--- src/vfc_pkg.sv ---
// Package for the volume fade controller: widths, codes, state types.
package vfc_pkg;

    localparam int GAIN_BITS = 16;
    localparam int TIME_BITS = 16;
    localparam int PROD_BITS = GAIN_BITS + TIME_BITS;
    localparam int DIV_CNT_W = $clog2(GAIN_BITS);
    localparam logic [DIV_CNT_W-1:0] DIV_LAST = DIV_CNT_W'(GAIN_BITS - 1);

    typedef enum logic [2:0] {
        CMD_TICK       = 3'd0,
        CMD_PLAY       = 3'd1,
        CMD_STOP       = 3'd2,
        CMD_FORCE_STOP = 3'd3,
        CMD_PAUSE      = 3'd4,
        CMD_RESUME     = 3'd5
    } cmd_t;

    typedef enum logic [2:0] {
        MODE_INIT     = 3'd0,
        MODE_PLAYING  = 3'd1,
        MODE_FADE_IN  = 3'd2,
        MODE_FADE_OUT = 3'd3,
        MODE_PAUSE    = 3'd4,
        MODE_END      = 3'd5,
        MODE_ERROR    = 3'd6
    } mode_t;

    typedef enum logic [1:0] {
        SEQ_IDLE = 2'd0,
        SEQ_MUL  = 2'd1,
        SEQ_DIV  = 2'd2,
        SEQ_OUT  = 2'd3
    } seq_state_t;

    // Flags of one result that do not come from the state registers
    typedef struct packed {
        logic gain_write;
        logic ok;
        logic start_stream;
        logic stop_stream;
        logic pause_stream;
        logic resume_stream;
    } res_flags_t;

endpackage

--- src/vfc_if.sv ---
// Channel interfaces of the volume fade controller: command, result, configuration.
interface vfc_cmd_if import vfc_pkg::*; ();
    logic                 valid;
    logic                 ready;
    logic [2:0]           command;
    logic [TIME_BITS-1:0] fade_length;
    logic [TIME_BITS-1:0] elapsed;
    logic                 start_ok;

    modport source (output valid, command, fade_length, elapsed, start_ok, input ready);
    modport sink   (input valid, command, fade_length, elapsed, start_ok, output ready);
endinterface

interface vfc_res_if import vfc_pkg::*; ();
    logic                 valid;
    logic                 ready;
    logic [GAIN_BITS-1:0] gain;
    logic                 gain_write;
    logic [2:0]           mode_now;
    logic                 ok;
    logic                 start_stream;
    logic                 stop_stream;
    logic                 pause_stream;
    logic                 resume_stream;
    logic                 tick_enabled;

    modport source (output valid, gain, gain_write, mode_now, ok, start_stream, stop_stream,
                    pause_stream, resume_stream, tick_enabled, input ready);
    modport sink   (input valid, gain, gain_write, mode_now, ok, start_stream, stop_stream,
                    pause_stream, resume_stream, tick_enabled, output ready);
endinterface

interface vfc_cfg_if import vfc_pkg::*; ();
    logic                 valid;
    logic                 ready;
    logic [GAIN_BITS-1:0] target_gain;

    modport source (output valid, target_gain, input ready);
    modport sink   (input valid, target_gain, output ready);
endinterface

--- src/volume_fade_controller.sv ---
// Top level: playback gain controller with a linear fade envelope and a serial divider.
//
//  channel | dir | handshake   | payload
//  cmd     | in  | valid/ready | command, fade_length, elapsed, start_ok
//  res     | out | valid/ready | gain, gain_write, mode_now, ok, engine requests, tick_enabled
//  cfg     | in  | valid/ready | target_gain (ready always high)
//
// A tick inside a fade that needs a ramp value passes one multiply, GAIN_BITS restoring
// divide steps and one output load after accept; every other command goes from accept
// straight to the output load. One item is in work at a time; a result waits in the
// output register while the next item is taken. A full output register holds the
// sequencer in its output step until the sink takes the waiting result. No clearing
// pass follows reset.
module volume_fade_controller import vfc_pkg::*; (
    input  logic   clk,
    input  logic   rst_n,
    vfc_cmd_if.sink   cmd,
    vfc_res_if.source res,
    vfc_cfg_if.sink   cfg
);

    // Architectural state
    logic [GAIN_BITS-1:0] target_reg;
    mode_t                mode_reg, mode_next;
    logic [TIME_BITS:0]   timer_reg, timer_next;
    logic [TIME_BITS-1:0] total_reg, total_next;
    logic                 valid_stream_reg, valid_stream_next;
    logic                 ticking_reg, ticking_next;

    // Sequencer and divider
    seq_state_t           state_reg, state_next;
    res_flags_t           flags_reg, flags_next;
    logic [TIME_BITS-1:0] op_reg, op_next;
    logic [TIME_BITS-1:0] rem_reg;
    logic [GAIN_BITS-1:0] low_reg;
    logic [GAIN_BITS-1:0] direct_gain;
    logic [DIV_CNT_W-1:0] cnt_reg;
    logic                 need_div;
    logic [PROD_BITS-1:0] product;
    logic [TIME_BITS:0]   trial;
    logic                 trial_ge;

    // Output register
    logic                 out_valid_reg;
    logic [GAIN_BITS-1:0] out_gain_reg;
    res_flags_t           out_flags_reg;
    mode_t                out_mode_reg;
    logic                 out_tick_reg;
    logic                 out_load;

    // Tick arithmetic
    logic [TIME_BITS+1:0] timer_sum;
    logic [TIME_BITS:0]   timer_sat;
    logic                 sat_ge_total;
    logic                 sat_gt_total;
    logic                 accept;
    logic                 stream_now;

    assign accept    = cmd.valid && cmd.ready;
    assign cmd.ready = (state_reg == SEQ_IDLE);
    assign cfg.ready = 1'b1;
    assign out_load  = (state_reg == SEQ_OUT) && (!out_valid_reg || res.ready);

    // Saturating timer advance and its compares against the fade total
    assign timer_sum    = {1'b0, timer_reg} + {2'b00, cmd.elapsed};
    assign timer_sat    = timer_sum[TIME_BITS+1] ? {(TIME_BITS+1){1'b1}} : timer_sum[TIME_BITS:0];
    assign sat_ge_total = (timer_sat >= {1'b0, total_reg});
    assign sat_gt_total = (timer_sat >  {1'b0, total_reg});

    // Decode one command into the next state and the result flags
    always_comb
    begin
        mode_next         = mode_reg;
        timer_next        = timer_reg;
        total_next        = total_reg;
        valid_stream_next = valid_stream_reg;
        ticking_next      = ticking_reg;
        flags_next        = '0;
        flags_next.ok     = 1'b1;
        direct_gain       = '0;
        need_div          = 1'b0;
        op_next           = '0;
        stream_now        = valid_stream_reg;
        unique case (cmd.command)
            CMD_TICK:
            begin
                if (ticking_reg)
                begin
                    if (!valid_stream_reg)
                    begin
                        mode_next    = MODE_ERROR;
                        ticking_next = 1'b0;
                    end
                    else
                    begin
                        timer_next = timer_sat;
                        if (mode_reg == MODE_FADE_IN)
                        begin
                            flags_next.gain_write = 1'b1;
                            if (sat_ge_total)
                                direct_gain = target_reg;
                            else
                            begin
                                need_div = 1'b1;
                                op_next  = timer_sat[TIME_BITS-1:0];
                            end
                            if (sat_gt_total)
                            begin
                                mode_next    = MODE_PLAYING;
                                ticking_next = 1'b0;
                            end
                        end
                        else if (mode_reg == MODE_FADE_OUT)
                        begin
                            flags_next.gain_write = 1'b1;
                            if (!sat_ge_total)
                            begin
                                need_div = 1'b1;
                                op_next  = total_reg - timer_sat[TIME_BITS-1:0];
                            end
                            if (sat_gt_total)
                            begin
                                flags_next.stop_stream = 1'b1;
                                mode_next              = MODE_END;
                                ticking_next           = 1'b0;
                            end
                        end
                        else
                        begin
                            mode_next    = MODE_ERROR;
                            ticking_next = 1'b0;
                        end
                    end
                end
            end
            CMD_PLAY:
            begin
                if (mode_reg != MODE_PLAYING && mode_reg != MODE_FADE_IN)
                begin
                    if (mode_reg != MODE_FADE_OUT)
                    begin
                        flags_next.start_stream = 1'b1;
                        stream_now              = cmd.start_ok;
                    end
                    valid_stream_next = stream_now;
                    if (!stream_now)
                    begin
                        mode_next     = MODE_ERROR;
                        ticking_next  = 1'b0;
                        flags_next.ok = 1'b0;
                    end
                    else
                    begin
                        flags_next.gain_write = 1'b1;
                        if (cmd.fade_length != '0)
                        begin
                            timer_next   = '0;
                            total_next   = cmd.fade_length;
                            mode_next    = MODE_FADE_IN;
                            ticking_next = 1'b1;
                        end
                        else
                        begin
                            direct_gain  = target_reg;
                            mode_next    = MODE_PLAYING;
                            ticking_next = 1'b0;
                        end
                    end
                end
            end
            CMD_STOP:
            begin
                if (mode_reg != MODE_PLAYING && mode_reg != MODE_FADE_IN &&
                    mode_reg != MODE_FADE_OUT)
                    mode_next = MODE_END;
                else if (!valid_stream_reg)
                begin
                    mode_next    = MODE_ERROR;
                    ticking_next = 1'b0;
                end
                else if (cmd.fade_length == '0)
                begin
                    mode_next              = MODE_END;
                    flags_next.stop_stream = 1'b1;
                end
                else
                begin
                    if (mode_reg != MODE_FADE_OUT)
                        timer_next = '0;
                    mode_next    = MODE_FADE_OUT;
                    total_next   = cmd.fade_length;
                    ticking_next = 1'b1;
                end
            end
            CMD_FORCE_STOP:
            begin
                mode_next              = MODE_END;
                flags_next.stop_stream = valid_stream_reg;
                ticking_next           = 1'b0;
            end
            CMD_PAUSE:
            begin
                mode_next               = MODE_PAUSE;
                flags_next.pause_stream = valid_stream_reg;
            end
            CMD_RESUME:
            begin
                mode_next                = MODE_PLAYING;
                flags_next.resume_stream = valid_stream_reg;
            end
            default:
            begin
                mode_next = mode_reg;
            end
        endcase
    end

    // Sequencer next state
    always_comb
    begin
        state_next = state_reg;
        unique case (state_reg)
            SEQ_IDLE:
            begin
                if (accept)
                    state_next = need_div ? SEQ_MUL : SEQ_OUT;
            end
            SEQ_MUL:
                state_next = SEQ_DIV;
            SEQ_DIV:
            begin
                if (cnt_reg == DIV_LAST)
                    state_next = SEQ_OUT;
            end
            SEQ_OUT:
            begin
                if (out_load)
                    state_next = SEQ_IDLE;
            end
            default:
                state_next = SEQ_IDLE;
        endcase
    end

    // Divider datapath: one multiply, then one restoring step per cycle
    assign product  = PROD_BITS'(target_reg) * PROD_BITS'(op_reg);
    assign trial    = {rem_reg, low_reg[GAIN_BITS-1]};
    assign trial_ge = (trial >= {1'b0, total_reg});

    // Hold control state
    always_ff @(posedge clk or negedge rst_n)
    begin
        if (!rst_n)
        begin
            state_reg        <= SEQ_IDLE;
            mode_reg         <= MODE_INIT;
            timer_reg        <= '0;
            total_reg        <= '0;
            valid_stream_reg <= 1'b0;
            ticking_reg      <= 1'b0;
            target_reg       <= '1;
            out_valid_reg    <= 1'b0;
            cnt_reg          <= '0;
        end
        else
        begin
            state_reg <= state_next;
            if (cfg.valid && cfg.ready)
                target_reg <= cfg.target_gain;
            if (accept)
            begin
                mode_reg         <= mode_next;
                timer_reg        <= timer_next;
                total_reg        <= total_next;
                valid_stream_reg <= valid_stream_next;
                ticking_reg      <= ticking_next;
            end
            if (state_reg == SEQ_MUL)
                cnt_reg <= '0;
            else if (state_reg == SEQ_DIV)
                cnt_reg <= cnt_reg + 1'b1;
            if (out_load)
                out_valid_reg <= 1'b1;
            else if (res.ready)
                out_valid_reg <= 1'b0;
        end
    end

    // Advance the payload and divider registers
    always_ff @(posedge clk)
    begin
        if (accept)
        begin
            flags_reg <= flags_next;
            op_reg    <= op_next;
            low_reg   <= direct_gain;
        end
        else if (state_reg == SEQ_MUL)
        begin
            rem_reg <= product[PROD_BITS-1:GAIN_BITS];
            low_reg <= product[GAIN_BITS-1:0];
        end
        else if (state_reg == SEQ_DIV)
        begin
            rem_reg <= trial_ge ? TIME_BITS'(trial - {1'b0, total_reg}) : trial[TIME_BITS-1:0];
            low_reg <= {low_reg[GAIN_BITS-2:0], trial_ge};
        end
        if (out_load)
        begin
            out_gain_reg  <= low_reg;
            out_flags_reg <= flags_reg;
            out_mode_reg  <= mode_reg;
            out_tick_reg  <= ticking_reg;
        end
    end

    // Drive the result channel
    assign res.valid         = out_valid_reg;
    assign res.gain          = out_gain_reg;
    assign res.gain_write    = out_flags_reg.gain_write;
    assign res.mode_now      = out_mode_reg;
    assign res.ok            = out_flags_reg.ok;
    assign res.start_stream  = out_flags_reg.start_stream;
    assign res.stop_stream   = out_flags_reg.stop_stream;
    assign res.pause_stream  = out_flags_reg.pause_stream;
    assign res.resume_stream = out_flags_reg.resume_stream;
    assign res.tick_enabled  = out_tick_reg;

`ifndef ASSERT_OFF
    // The scheduler only runs on a valid stream
    a_tick_needs_stream: assert property (@(posedge clk) disable iff (!rst_n)
        ticking_reg |-> valid_stream_reg)
        else $error("scheduler running without a valid stream");

    // The error mode always has the scheduler stopped
    a_error_stops_tick: assert property (@(posedge clk) disable iff (!rst_n)
        (mode_reg == MODE_ERROR) |-> !ticking_reg)
        else $error("scheduler running in error mode");

    // The divider runs its full step count before the result is loaded
    a_div_runs: assert property (@(posedge clk) disable iff (!rst_n)
        (state_reg == SEQ_DIV && cnt_reg != DIV_LAST) |=> (state_reg == SEQ_DIV))
        else $error("divider left early");

    // No second item is taken right after an accept
    a_one_item: assert property (@(posedge clk) disable iff (!rst_n)
        accept |=> !cmd.ready)
        else $error("item taken while another is in work");
`endif

endmodule
--- src/flat_wrapper.sv ---
// flat-port wrapper written by rule: the top's interface ports become plain ports
module volume_fade_controller_flat import vfc_pkg::*;
  (clk, rst_n, cmd_valid, cmd_command, cmd_fade_length, cmd_elapsed, cmd_start_ok, cmd_ready, res_valid, res_gain, res_gain_write, res_mode_now, res_ok, res_start_stream, res_stop_stream, res_pause_stream, res_resume_stream, res_tick_enabled, res_ready, cfg_valid, cfg_target_gain, cfg_ready);
  vfc_cmd_if cmd_i ();
  vfc_res_if res_i ();
  vfc_cfg_if cfg_i ();
  input  logic clk;
  input  logic rst_n;
  input wire logic [$bits(cmd_i.valid)-1:0] cmd_valid;
  input wire logic [$bits(cmd_i.command)-1:0] cmd_command;
  input wire logic [$bits(cmd_i.fade_length)-1:0] cmd_fade_length;
  input wire logic [$bits(cmd_i.elapsed)-1:0] cmd_elapsed;
  input wire logic [$bits(cmd_i.start_ok)-1:0] cmd_start_ok;
  output wire logic [$bits(cmd_i.ready)-1:0] cmd_ready;
  output wire logic [$bits(res_i.valid)-1:0] res_valid;
  output wire logic [$bits(res_i.gain)-1:0] res_gain;
  output wire logic [$bits(res_i.gain_write)-1:0] res_gain_write;
  output wire logic [$bits(res_i.mode_now)-1:0] res_mode_now;
  output wire logic [$bits(res_i.ok)-1:0] res_ok;
  output wire logic [$bits(res_i.start_stream)-1:0] res_start_stream;
  output wire logic [$bits(res_i.stop_stream)-1:0] res_stop_stream;
  output wire logic [$bits(res_i.pause_stream)-1:0] res_pause_stream;
  output wire logic [$bits(res_i.resume_stream)-1:0] res_resume_stream;
  output wire logic [$bits(res_i.tick_enabled)-1:0] res_tick_enabled;
  input wire logic [$bits(res_i.ready)-1:0] res_ready;
  input wire logic [$bits(cfg_i.valid)-1:0] cfg_valid;
  input wire logic [$bits(cfg_i.target_gain)-1:0] cfg_target_gain;
  output wire logic [$bits(cfg_i.ready)-1:0] cfg_ready;
  assign cmd_i.valid = cmd_valid;
  assign cmd_i.command = cmd_command;
  assign cmd_i.fade_length = cmd_fade_length;
  assign cmd_i.elapsed = cmd_elapsed;
  assign cmd_i.start_ok = cmd_start_ok;
  assign cmd_ready = cmd_i.ready;
  assign res_valid = res_i.valid;
  assign res_gain = res_i.gain;
  assign res_gain_write = res_i.gain_write;
  assign res_mode_now = res_i.mode_now;
  assign res_ok = res_i.ok;
  assign res_start_stream = res_i.start_stream;
  assign res_stop_stream = res_i.stop_stream;
  assign res_pause_stream = res_i.pause_stream;
  assign res_resume_stream = res_i.resume_stream;
  assign res_tick_enabled = res_i.tick_enabled;
  assign res_i.ready = res_ready;
  assign cfg_i.valid = cfg_valid;
  assign cfg_i.target_gain = cfg_target_gain;
  assign cfg_ready = cfg_i.ready;
  volume_fade_controller u_core (.clk(clk), .rst_n(rst_n), .cmd(cmd_i), .res(res_i), .cfg(cfg_i));
endmodule
--- config.mk ---
export PLATFORM = sky130hd
export DESIGN_NAME = volume_fade_controller_flat
export DESIGN_NICKNAME = d
export VERILOG_FILES = /design/src/vfc_pkg.sv /design/src/vfc_if.sv /design/src/volume_fade_controller.sv /design/src/flat_wrapper.sv
export SDC_FILE = /design/constraint.sdc
export NUM_CORES = 1
export LEC_CHECK = 0
export ABC_AREA = 1
export ABC_CLOCK_PERIOD_IN_PS = 7100
export BUFFER_PORTS_ARGS = -buffer_cell sky130_fd_sc_hd__buf_2
export CORE_MARGIN = 2
export CORE_UTILIZATION = 45
export CTS_BUF_LIST = sky130_fd_sc_hd__clkbuf_16
export DETAILED_ROUTE_END_ITERATION = 12
export PLACE_DENSITY_LB_ADDON = 0.12
export SLEW_MARGIN = 0
export SYNTH_ARGS = -nofsm -noshare
export SYNTH_HDL_FRONTEND = slang
export SYNTH_SLANG_ARGS = --single-unit
--- constraint.sdc ---
create_clock -name clk -period 7.1 [get_ports clk]
set_input_delay 0.355 -clock clk [delete_from_list [all_inputs] [get_ports clk]]
set_output_delay 0.355 -clock clk [all_outputs]
set_load 0.05 [all_outputs]
Word-level counts from Yosys, hierarchy flattened
Index checks and enable logic that the tools add are counted.
{"block": "totals", "reg_bits": 141, "in_bits": 57, "output_inout_bits": 29, "wordCells": 187}
{"block": "op_classes", "add_sub_neg": 4, "mul": 1, "order_cmp": 3, "eq_ne": 29, "muxes": 96, "n_bitwise": 1, "reduce_logical": 26}
{"op": "2-to-1 mux 16 bit", "n": 23}
{"op": "2-to-1 mux 17 bit", "n": 10}
{"op": "case mux 16 bit (2 select lines)", "n": 2}
{"op": "case mux 17 bit (3 select lines)", "n": 1}
{"op": "2-to-1 mux 1 bit", "n": 36}
{"op": "2-to-1 mux 3 bit", "n": 12}
{"op": "greater-or-equal comparator 17 x 16 -> 1 bit", "n": 2}
{"op": "multiplier 16 x 16 -> 32 bit", "n": 1}
{"op": "subtractor 16 bit", "n": 2}
{"op": "adder 17 x 16 -> 18 bit", "n": 1}
{"op": "case mux 3 bit (6 select lines)", "n": 1}
{"op": "> comparator 17 x 16 -> 1 bit", "n": 1}
{"op": "zero test 16 bit", "n": 1}
{"op": "!= test 2 x 1 -> 1 bit (second input constant)", "n": 8}
{"op": "nonzero test 16 bit", "n": 1}
{"op": "== test 3 x 2 -> 1 bit (second input constant)", "n": 4}
{"op": "AND reduction 11 bit", "n": 1}
{"op": "2-to-1 mux 2 bit", "n": 5}
{"op": "AND reduction 3 bit", "n": 3}
{"op": "2-to-1 mux 4 bit", "n": 2}
{"op": "!= test 2 bit (second input constant)", "n": 4}
{"op": "!= test 4 bit (second input constant)", "n": 2}
{"op": "case mux 2 bit (4 select lines)", "n": 1}
{"op": "AND reduction 8 bit", "n": 1}
{"op": "other kinds (25)", "n": 35}

Longest topological paths before layout
Gate-level depths: netlist of the first run.
{"block": "depth", "ltp_word": 12, "mapped_depth": 31}

Least setup slack after synthesis of the first run
Ideal clock, no wire load.
{"block": "synth_path", "kind": "register -> register", "start": "reg u_core.target_reg[15]", "end": "reg u_core.rem_reg[8] (data pin)", "setup_time_ps": 256, "t_arrival_ps": 5698, "path_slack_ps": 1146, "stages_incl_launch_ff": 22, "n_path_buf": 2, "cell_sequence": "dfstp_2 -> clkbuf_1 -> clkbuf_1 -> nand2_1 -> fa_1 -> fa_1 -> inv_1 -> fa_1 -> fa_1 -> fa_1 -> inv_1 -> fa_1 -> inv_1 -> ha_1 -> nand2_1 -> nor4_1 -> nand3_1 -> o21ai_0 -> a21oi_1 -> xnor2_1 -> nand2_1 -> nand2_1"}
{"block": "synth_via", "elab_chain_len": 2}
{"element": "start: declaration", "line": "volume_fade_controller.sv:23", "rtl": "logic [GAIN_BITS-1:0] target_reg;"}
{"element": "start signal: assignment", "line": "volume_fade_controller.sv:269", "rtl": "target_reg <= cfg.target_gain;"}
{"element": "multiplier 16 x 16 -> 32 bit", "line": "volume_fade_controller.sv:246", "rtl": "assign product = PROD_BITS'(target_reg) * PROD_BITS'(op_reg);"}
{"element": "2-to-1 mux 16 bit", "line": "volume_fade_controller.sv:298", "rtl": "else if (state_reg == SEQ_MUL)"}
{"element": "end signal: assignment", "line": "volume_fade_controller.sv:300", "rtl": "rem_reg <= product[PROD_BITS-1:GAIN_BITS];"}
{"element": "end signal: assignment", "line": "volume_fade_controller.sv:305", "rtl": "rem_reg <= trial_ge ? TIME_BITS'(trial - {1'b0, total_reg}) : trial[TIME_BITS-1:0];"}
{"element": "end: declaration", "line": "volume_fade_controller.sv:34", "rtl": "logic [TIME_BITS-1:0] rem_reg;"}
No other way between the ends.
A chain may end at the register's enable or synchronous reset.

Worst setup path in the final report of the first run
{"block": "layout_path", "start": "reg u_core.op_reg[11]", "end": "reg u_core.rem_reg[8] (data pin)"}
{"block": "layout_via", "elab_chain_len": 2}
{"element": "start: declaration", "line": "volume_fade_controller.sv:33", "rtl": "logic [TIME_BITS-1:0] op_reg, op_next;"}
{"element": "start signal: assignment", "line": "volume_fade_controller.sv:295", "rtl": "op_reg <= op_next;"}
{"element": "multiplier 16 x 16 -> 32 bit", "line": "volume_fade_controller.sv:246"}
{"element": "2-to-1 mux 16 bit", "line": "volume_fade_controller.sv:298"}
No other way between the ends.

==> results of run 1 <==
## stage by stage
stage / util / hold WS (ps)
6_report: 0.489 / 92.8
5_1_grt: 0.489 / 118
4_1_cts: 0.489 / 95.7
3_5_place_dp: 0.474 / 416
3_3_place_gp: 0.474 / 403
2_1_floorplan: - / 59.4
## layout by cell type, fill, tap and decap left out, types with 4 or more instances in the layout
cell	netlist	routed
buf_4	5	9
xnor2_1	16	16
inv_1	498	498
o21ai_0	108	108
edfxtp_1	80	80
nor2_1	121	121
nand2_1	500	500
nand4_1	14	14
clkbuf_16	0	17
fa_1	197	197
xor2_1	26	26
nor4_1	7	7
clkinv_8	0	5
a21o_1	13	13
dfstp_2	16	16
o21bai_1	9	9
nand3_2	13	13
dfrtp_1	45	45
buf_2	16	84
a21oi_1	114	113
nand2_2	15	15
nor3_1	17	16
o21ai_1	30	30
a31oi_1	8	8
inv_8	0	7
o211ai_1	8	8
nor3_2	3	4
a22oi_1	5	5
o21a_1	6	6
inv_2	9	9
nand3_1	53	53
mux2_2	16	16
nor2_2	14	14
or2_2	5	5
ha_1	172	172
o22ai_1	4	4
## path summary, 6_finish.rpt
path                       slack, ps                    end                 from
hold / removal                    90      u_core.cnt_reg[3]                rst_n
setup reg to reg                 610      u_core.rem_reg[8]    u_core.op_reg[11]
hold reg to reg                  430  u_core.res.gain_write  u_core.flags_reg[5]
max in group asynchronous       6420    u_core.total_reg[4]                rst_n
min in group clk                 130   u_core.target_reg[0]   cfg_target_gain[0]
setup / recovery                 610      u_core.rem_reg[8]    u_core.op_reg[11]
## layer usage
layer	GRT usage	up-vias
met3	0.0348	72
met5	0	-
met4	0.0851	0
met1	0.354	7001
met2	0.406	381
li1	-	7069
## cell families after synthesis
| logic type | after synthesis |
|---|---|
| XOR/XNOR | 42 |
| AO/OA/AOI/OAI | 325 |
| AND/OR/NAND/NOR | 772 |
| other | 1 |
| adder cells (fa/ha/maj) | 369 |
| buffers and inverters | 602 |
| multiplexers | 16 |
| flip-flops | 141 |
## worst max-delay path, cell delays in order (launching register included)
cell      delay, ps
edfxtp_1        980
nand2_1         170
fa_1            550
inv_1            60
fa_1            570
fa_1            440
fa_1            500
fa_1            510
inv_1            50
fa_1            470
inv_1            40
ha_1            350
nand2_1         130
nor4_1          480
nand3_1         120
o21ai_0         400
a21oi_1         140
xnor2_1         150
nand2_1          70
nand2_1          50
## final cells by class
class | instances | area [um2]
sequential | 141 | 3950
clock buffer | 17 | 425
clock inverter | 15 | 186
fill | 3930 | 20200
multi-input combinational | 1525 | 11800
timing repair buffer | 93 | 488
inverter | 510 | 1910
tap | 525 | 657
==> metrics.md, run 1 <==
| Metric | Value |
|---|---|
| Post-synth EDFFs | `80` |
| First-pass GRT wire length | `81700 um` |
| CTS tree | `built` |
| Mapped Cells | `2268` |
| Max clock buf depth | `2` |
| Asr flop ratio synth | `0.433` |
| Worst slew pin tran | `1070 ps` |
| Placed instance count | `2794` |
| Final setup viols | `0` |
| DRT iter0 DRCs | `986` |
| Root buffer cell | `clkbuf_16` |
| Cts bufs inserted | `17` |
| Layout Nets | `2714` |
| Max-cap violation count | `0` |
| Avg Inst Size Synth | `7.96 um2` |
| Post-route ant nets | `0` |
| Die Y | `204 um` |
| Synth area leaders | `fa_1, edfxtp_1, ha_1` |
| Main synth FF type | `edfxtp_1` |
| Via density | `5.14` |
| Adder-Cell Fraction of Synth Area | `0.338` |
| Yosys cell types | `60` |
| Overflow after GRT | `0` |
| Die X-Extent | `204 um` |
| M1 WL | `22700 um` |
| Fin. max-slew vios | `0` |
| Via count | `14500` |
| Synthesized flop and latch total | `141` |
| Total die area | `0.0417 mm2` |
| F_max | `154 MHz` |
| Fin crit period | `6490 ps` |
| Post-cts hold buffer count | `0` |
| Top routing layer in use | `met4` |
| Post-Place Setup Slack | `654 ps` |
| Mux cell area share after synthesis | `0.00998` |
| Post-Synth XOR/XNOR Area | `0.0204` |
| Yosys top cell area share | `0.218` |
| Most numerous cell in the Yosys netlist | `nand2_1` |
| Met2 wire length | `22700 um` |
| Slew Limit Headroom | `0.280` |
| Final non-filler cell total | `2826` |
| DR pass1 iterations | `5` |
| Initial antenna violation count | `0` |
| CP Launch Type | `flip-flop` |
| RSZ-0062 raised after global routing | `no` |
| Synth Cell Area | `0.0180 mm2` |
| Highest net fanout along the worst path | `16` |
| Largest family of logic cells by synthesized area | `adder cells` |
| Total Wirelength | `49700 um` |
| DP HPWL | `39600 um` |
| Drt wl/cell | `17.6 um` |
| Vias in the first global route | `15100` |
| Synth Warn # | `0` |
| Max reg flops | `17` |
| Synth area leader | `fa_1` |
| RD Place Congestion | `0.886` |
| CP arrival | `6700 ps` |
| Seq/Total Area, Yosys | `0.219` |
| Placed cell areas | `0.0188 mm2` |
| Synth-to-Final Area Change | `7.49%` |
| Initial Utilization | `0.455` |
| Setup crit end kind | `flip-flop` |
| Largest net degree at the start of global routing | `62` |
| Num ports | `86` |
| Clk pin slew, worst setup/hold paths | `70 ps` |
| Met3 routed WL | `2780 um` |
| Final Cell Area | `0.0194 mm2` |
| Hold WC Path Type | `input port to asynchronous set/reset pin` |
| Final Hold Viols | `0` |
| Top post-synthesis cells by count | `nand2_1, inv_1, fa_1` |
| Post-CTS sizing | `0` |
| Kind of critical path | `flip-flop to flip-flop` |
| DRC violations left | `0` |
| Fin crit share | `0.915` |
| Clk_lat worst skew | `460 ps` |
| Status | `finished, final reports clean` |
| Syn_nets | `2694` |
| Compound-Gate Fraction of Synth Area | `0.101` |
| Sink Count | `141` |
| Setup TNS Final | `0 ps` |
| Core Region | `0.0396 mm2` |
| Clk_skew | `11.0 ps` |
| Final WS setup | `605 ps` |
| Required time worst endpoint | `7310 ps` |
| Port Buf Inserts | `84` |
| R2R depth | `19` |
| Total global-route track usage | `0.254` |
| N_diodes | `0` |
| Post-CTS setup repair buffer count | `0` |
| Layout cells sized above 1 | `0.101` |
| Synth Area in Simple Gates | `0.183` |
| Row count | `73` |
| H-tree levels | `4` |
Power of run 1 is left out: the tool's default activity adds up to more than one toggle a clock period on the data nets, which glitch-free logic cannot reach.
==> run 2, diff against run 1 <==
Settings changed: ABC_CLOCK_PERIOD_IN_PS 7100 to 5600.
Clock period 7.1 ns to 5.6 ns, I/O delays scaled along.
==> metrics.md, run 2 (synthesis gave the netlist of run 1 again) <==
| Metric | Value |
|---|---|
| Status | `finished with violations` |
| Failing checks | `negative setup slack` |
| Port Buf Inserts | `84` |
| CP arrival | `5860 ps` |
| Leading cell type in the layout, fill and taps excluded | `nand2_1` |
| Highest net fanout along the worst path | `5` |
| F_max | `176 MHz` |
| Fin crit share | `1.01` |
| Root buffer cell | `clkbuf_16` |
| First-pass GRT wire length | `83600 um` |
| Initial antenna violation count | `0` |
| Crit path max-delay family | `adder cells` |
| Slowest CP cell | `dfstp_2` |
| RR Endpoint | `u_core.rem_reg[10]` |
| Fin crit period | `5670 ps` |
| Post-route ant nets | `0` |
| R2R depth | `25` |
| Kind of critical path | `flip-flop to flip-flop` |
| Worst slew pin tran | `971 ps` |
| Total die area | `0.0417 mm2` |
| Synth-to-Final Area Change | `19.9%` |
| Layout cells sized above 1 | `0.221` |
| RSZ-0062 raised after global routing | `yes` |
| Layout Nets | `2875` |
| Max reg flops | `17` |
| Core Region | `0.0396 mm2` |
| Clk_skew | `12.3 ps` |
| Setup crit end kind | `flip-flop` |
| Final Hold Viols | `0` |
| Die X-Extent | `204 um` |
| Largest net degree at the start of global routing | `62` |
| DP HPWL | `42200 um` |
| Drt wl/cell | `17.5 um` |
| CTS tree | `built` |
| Sink Count | `141` |
| H-tree levels | `4` |
| Final setup viols | `5` |
| Max-cap violation count | `0` |
| Via count | `15100` |
| N_diodes | `0` |
| RD Place Congestion | `0.900` |
| Cts bufs inserted | `17` |
| Layout fillers | `3719` |
| Buf/Inv on CP | `8` |
| Initial Utilization | `0.455` |
| CP max stage delay | `560 ps` |
| Row count | `73` |
| Final WS setup | `-68.8 ps` |
| Vias in the first global route | `15600` |
| Max clock buf depth | `2` |
| Clk pin slew, worst setup/hold paths | `70 ps` |
| Num ports | `86` |
| Critical R2R Launch | `u_core.target_reg[5]` |
| Post-Place Setup Slack | `-302 ps` |
| Hold WC Path Type | `input port to asynchronous set/reset pin` |
| Reg-to-reg setup timing slack | `-70 ps` |
| Overflow after GRT | `0` |
| Clk_lat worst skew | `450 ps` |
| Fin. max-slew vios | `0` |
| DR pass1 iterations | `6` |
| CP Launch Type | `flip-flop` |
| Most frequent cells in the layout | `nand2_1, inv_1, fa_1` |
| Slew Limit Headroom | `0.351` |
| DRT iter0 DRCs | `872` |
| Total global-route track usage | `0.260` |
| Die Y | `204 um` |
| DRC violations left | `0` |
| Required time worst endpoint | `5790 ps` |
| Total Wirelength | `52200 um` |
| Via density | `5.06` |
## run 2: cell types whose count changed in the layout (fill, tap and decap cells not counted), moves of 15 or more
cell and change:
nand2_2 +21, buf_6 +15, ha_1 -15, buf_4 +123
nand2_1 -32, o21ai_0 -24, inv_1 -37, inv_2 +37
a21oi_1 -22, buf_12 +22
## run 2: timing repair
action | CTS | global route
setup buffers | 14 | 26
resized for setup | 70 | 160
setup endpoints to repair | 20 | 22
hold buffers | 0 | 0
cloned | 0 | 0
pin swaps | 15 | 91
## run 2: metal layers
metal,part of all wire,GRT usage,vias up
met5,0,0,-
met4,0.029,0.0802,0
met3,0.050,0.0456,69
met2,0.47,0.421,356
met1,0.45,0.354,7316
li1,-,-,7384
## run 2: worst max-delay path by stage
| stage | cells past startpoint | start | slack, ps | endpoint |
|---|---|---|---|---|
| 2_1_floorplan | 21 | u_core.target_reg[11] | -7 | u_core.rem_reg[8] |
| 3_3_place_gp | 21 | u_core.op_reg[1] | -290 | u_core.rem_reg[3] |
| 3_5_place_dp | 22 | u_core.op_reg[1] | -300 | u_core.rem_reg[9] |
| 4_1_cts | 23 | u_core.op_reg[10] | -30 | u_core.rem_reg[8] |
| 5_1_grt | 25 | u_core.target_reg[5] | -290 | u_core.rem_reg[10] |
| 6_report | 25 | u_core.target_reg[5] | -70 | u_core.rem_reg[10] |
## run 2: area by class of cell
cell class / instances / area (um2) / share of cell area
sequential: 141 / 3950 / 0.183
tap: 525 / 657 / 0.0304
clock buffer: 17 / 425 / 0.0197
inverter: 510 / 1910 / 0.0885
timing repair buffer: 254 / 2040 / 0.0941
multi-input combinational: 1525 / 12500 / 0.578
clock inverter: 15 / 139 / 0.00642
## run 2: worst reg2reg max path: cells and delay by family, from the launching register on
family	cells	cell delay (ps)
adders and majority gates	7	3230
and+or+nand+nor	8	740
buffers and inverters	8	630
DFF	1	560
AOI/OAI and AO/OA	1	210
xor gates and xnor gates	1	60
## run 2: through the flow
stage	instance area (um2)	util	TNS, ps	instances	hold slack [ps]
2_1_floorplan	18100	-	-6.58	2268	-15.6
3_3_place_gp	20000	0.503	-2230	2917	405
3_5_place_dp	20000	0.503	-2880	2917	409
4_1_cts	20900	0.528	-141	2962	50.5
5_1_grt	21600	0.546	-3170	2987	48.0
6_report	21600	0.546	-204	2987	37.1
Power of run 2 is left out for the same reason.
==> run 3, diff against run 2 <==
Settings changed: MAX_ROUTING_LAYER from default to met4.
==> metrics.md, run 3 (synthesis gave the netlist of run 1 again) <==
| Metric | Value |
|---|---|
| Status | `finished with violations` |
| Failing checks | `negative setup slack` |
| M1 WL | `23300 um` |
| N_diodes | `0` |
| Clk_skew | `9.21 ps` |
| Via count | `15200` |
| Die X-Extent | `204 um` |
| Slew Limit Headroom | `0.321` |
| Sink Count | `141` |
| Row count | `73` |
| Core Region | `0.0396 mm2` |
| Port Buf Inserts | `84` |
| Setup TNS Final | `-18.0 ps` |
| Critical R2R Launch | `u_core.target_reg[9]` |
| Fin. max-slew vios | `0` |
| CTS tree | `built` |
| Max-cap violation count | `0` |
| Num ports | `86` |
| Via density | `5.10` |
| Largest net degree at the start of global routing | `62` |
| Max clock buf depth | `2` |
| H-tree levels | `4` |
| RR Endpoint | `u_core.rem_reg[6]` |
| Reg-to-reg setup timing slack | `-20 ps` |
| RD Place Congestion | `0.901` |
| Most frequent cells in the layout | `inv_1, nand2_1, fa_1` |
| DR pass1 iterations | `6` |
| Hold WS | `12.9 ps` |
| Total Wirelength | `52100 um` |
| Top routing layer in use | `met4` |
| Layout fillers | `3742` |
| Total global-route track usage | `0.269` |
| Total die area | `0.0417 mm2` |
| Clk pin slew, worst setup/hold paths | `70 ps` |
| Vias in the first global route | `15500` |
| Final WS setup | `-18.0 ps` |
| DP HPWL | `42200 um` |
| Highest net fanout along the worst path | `6` |
| Synth-to-Final Area Change | `18.6%` |
| CP arrival | `5810 ps` |
| Layout Nets | `2870` |
| Post-route ant nets | `0` |
| Initial antenna violation count | `0` |
| Die Y | `204 um` |
| Clk_lat worst skew | `450 ps` |
| First-pass GRT wire length | `84100 um` |
| Met3 routed WL | `2820 um` |
| Root buffer cell | `clkbuf_16` |
| Met2 wire length | `24700 um` |
| Max reg flops | `17` |
| Kind of critical path | `flip-flop to flip-flop` |
| Required time worst endpoint | `5790 ps` |
| Final setup viols | `1` |
| Placed instance count | `2913` |
| R2R depth | `23` |
| F_max | `178 MHz` |
| Final non-filler cell total | `2982` |
| DRT iter0 DRCs | `847` |
| Multi-input gate area | `0.0123 mm2` |
| Hold WC Path Type | `input port to asynchronous set/reset pin` |
| Initial Utilization | `0.455` |
| Drt wl/cell | `17.5 um` |
| Layout cells sized above 1 | `0.201` |
| Cts bufs inserted | `17` |
| Leading cell type in the layout, fill and taps excluded | `inv_1` |
| Worst slew pin tran | `1020 ps` |
| Fin crit period | `5620 ps` |
| DRC violations left | `0` |
| Final Hold Viols | `0` |
| Setup crit end kind | `flip-flop` |
| FF/Latch Area | `0.00395 mm2` |
| CP Launch Type | `flip-flop` |
| Fin crit share | `1.00` |
| Critical path startpoint | `u_core.target_reg[9]` |
| RSZ-0062 raised after global routing | `yes` |
| Overflow after GRT | `0` |
[run 3: changes by cell type in the layout (fill, tap and decap cells not counted), moves of 4 or more]
cell / before / now
inv_2: 46 / 25
inv_1: 461 / 482
fa_1: 184 / 189
fa_2: 13 / 8
nand2_4: 12 / 6
nor2_4: 11 / 7
a21oi_2: 13 / 18
nand2_1: 468 / 477
buf_6: 15 / 10
a21oi_4: 12 / 6
[run 3: per-stage QoR]
stage	util	area, um2	worst slack, ps
detailed placement	0.502	19900	-385
global route	0.540	21400	-231
global placement	0.502	19900	-405
CTS	0.533	21100	-32.5
floorplan	-	18100	-6.58
finish	0.540	21400	-18.0
[run 3: how the worst max path moves through the flow]
stage / slack, ps / to
after floorplan: -7 / u_core.rem_reg[8]
after global placement: -410 / u_core.rem_reg[3]
after detailed placement: -390 / u_core.rem_reg[3]
after CTS: -30 / u_core.rem_reg[8]
after global routing: -230 / u_core.rem_reg[15]
final: -20 / u_core.rem_reg[6]
[run 3: what timing repair did]
item	CTS	global route
gates resized for setup	79	77
pin swaps	30	21
hold buffers	0	0
setup buffers	29	8
endpoints found under the setup margin	20	22
[run 3: routing by layer]
layer  up-vias  GRT usage
li1       7389          -
met1      7360      0.353
met2       392      0.433
met3        72     0.0426
met4         0     0.0769
met5         -          -
[run 3: area by class of cell]
| type | instances | share of cell area |
|---|---|---|
| repair buffers | 249 | 0.0921 |
| clock inverters | 15 | 0.00871 |
| well taps | 525 | 0.0307 |
| clock buffers | 17 | 0.0199 |
| flip-flops and latches | 141 | 0.185 |
| multi-input cells | 1525 | 0.575 |
| inverters | 510 | 0.0894 |
[run 3: critical path, stage by stage, from the launching register on]
cell and delay [ps]:
dfstp_2 580, buf_12 120, buf_4 110, nand2_2 50
fa_1 520, inv_1 60, fa_1 490, fa_1 560
fa_1 450, fa_1 540, inv_1 60, fa_1 490
inv_2 50, ha_4 300, nand2_4 80, nor2_4 100
nand2_2 70, inv_2 70, nand4_1 110, o211ai_1 190
buf_4 160, a21oi_1 50, o21ai_1 100, nand2_1 70
Power of run 3 is left out for the same reason.
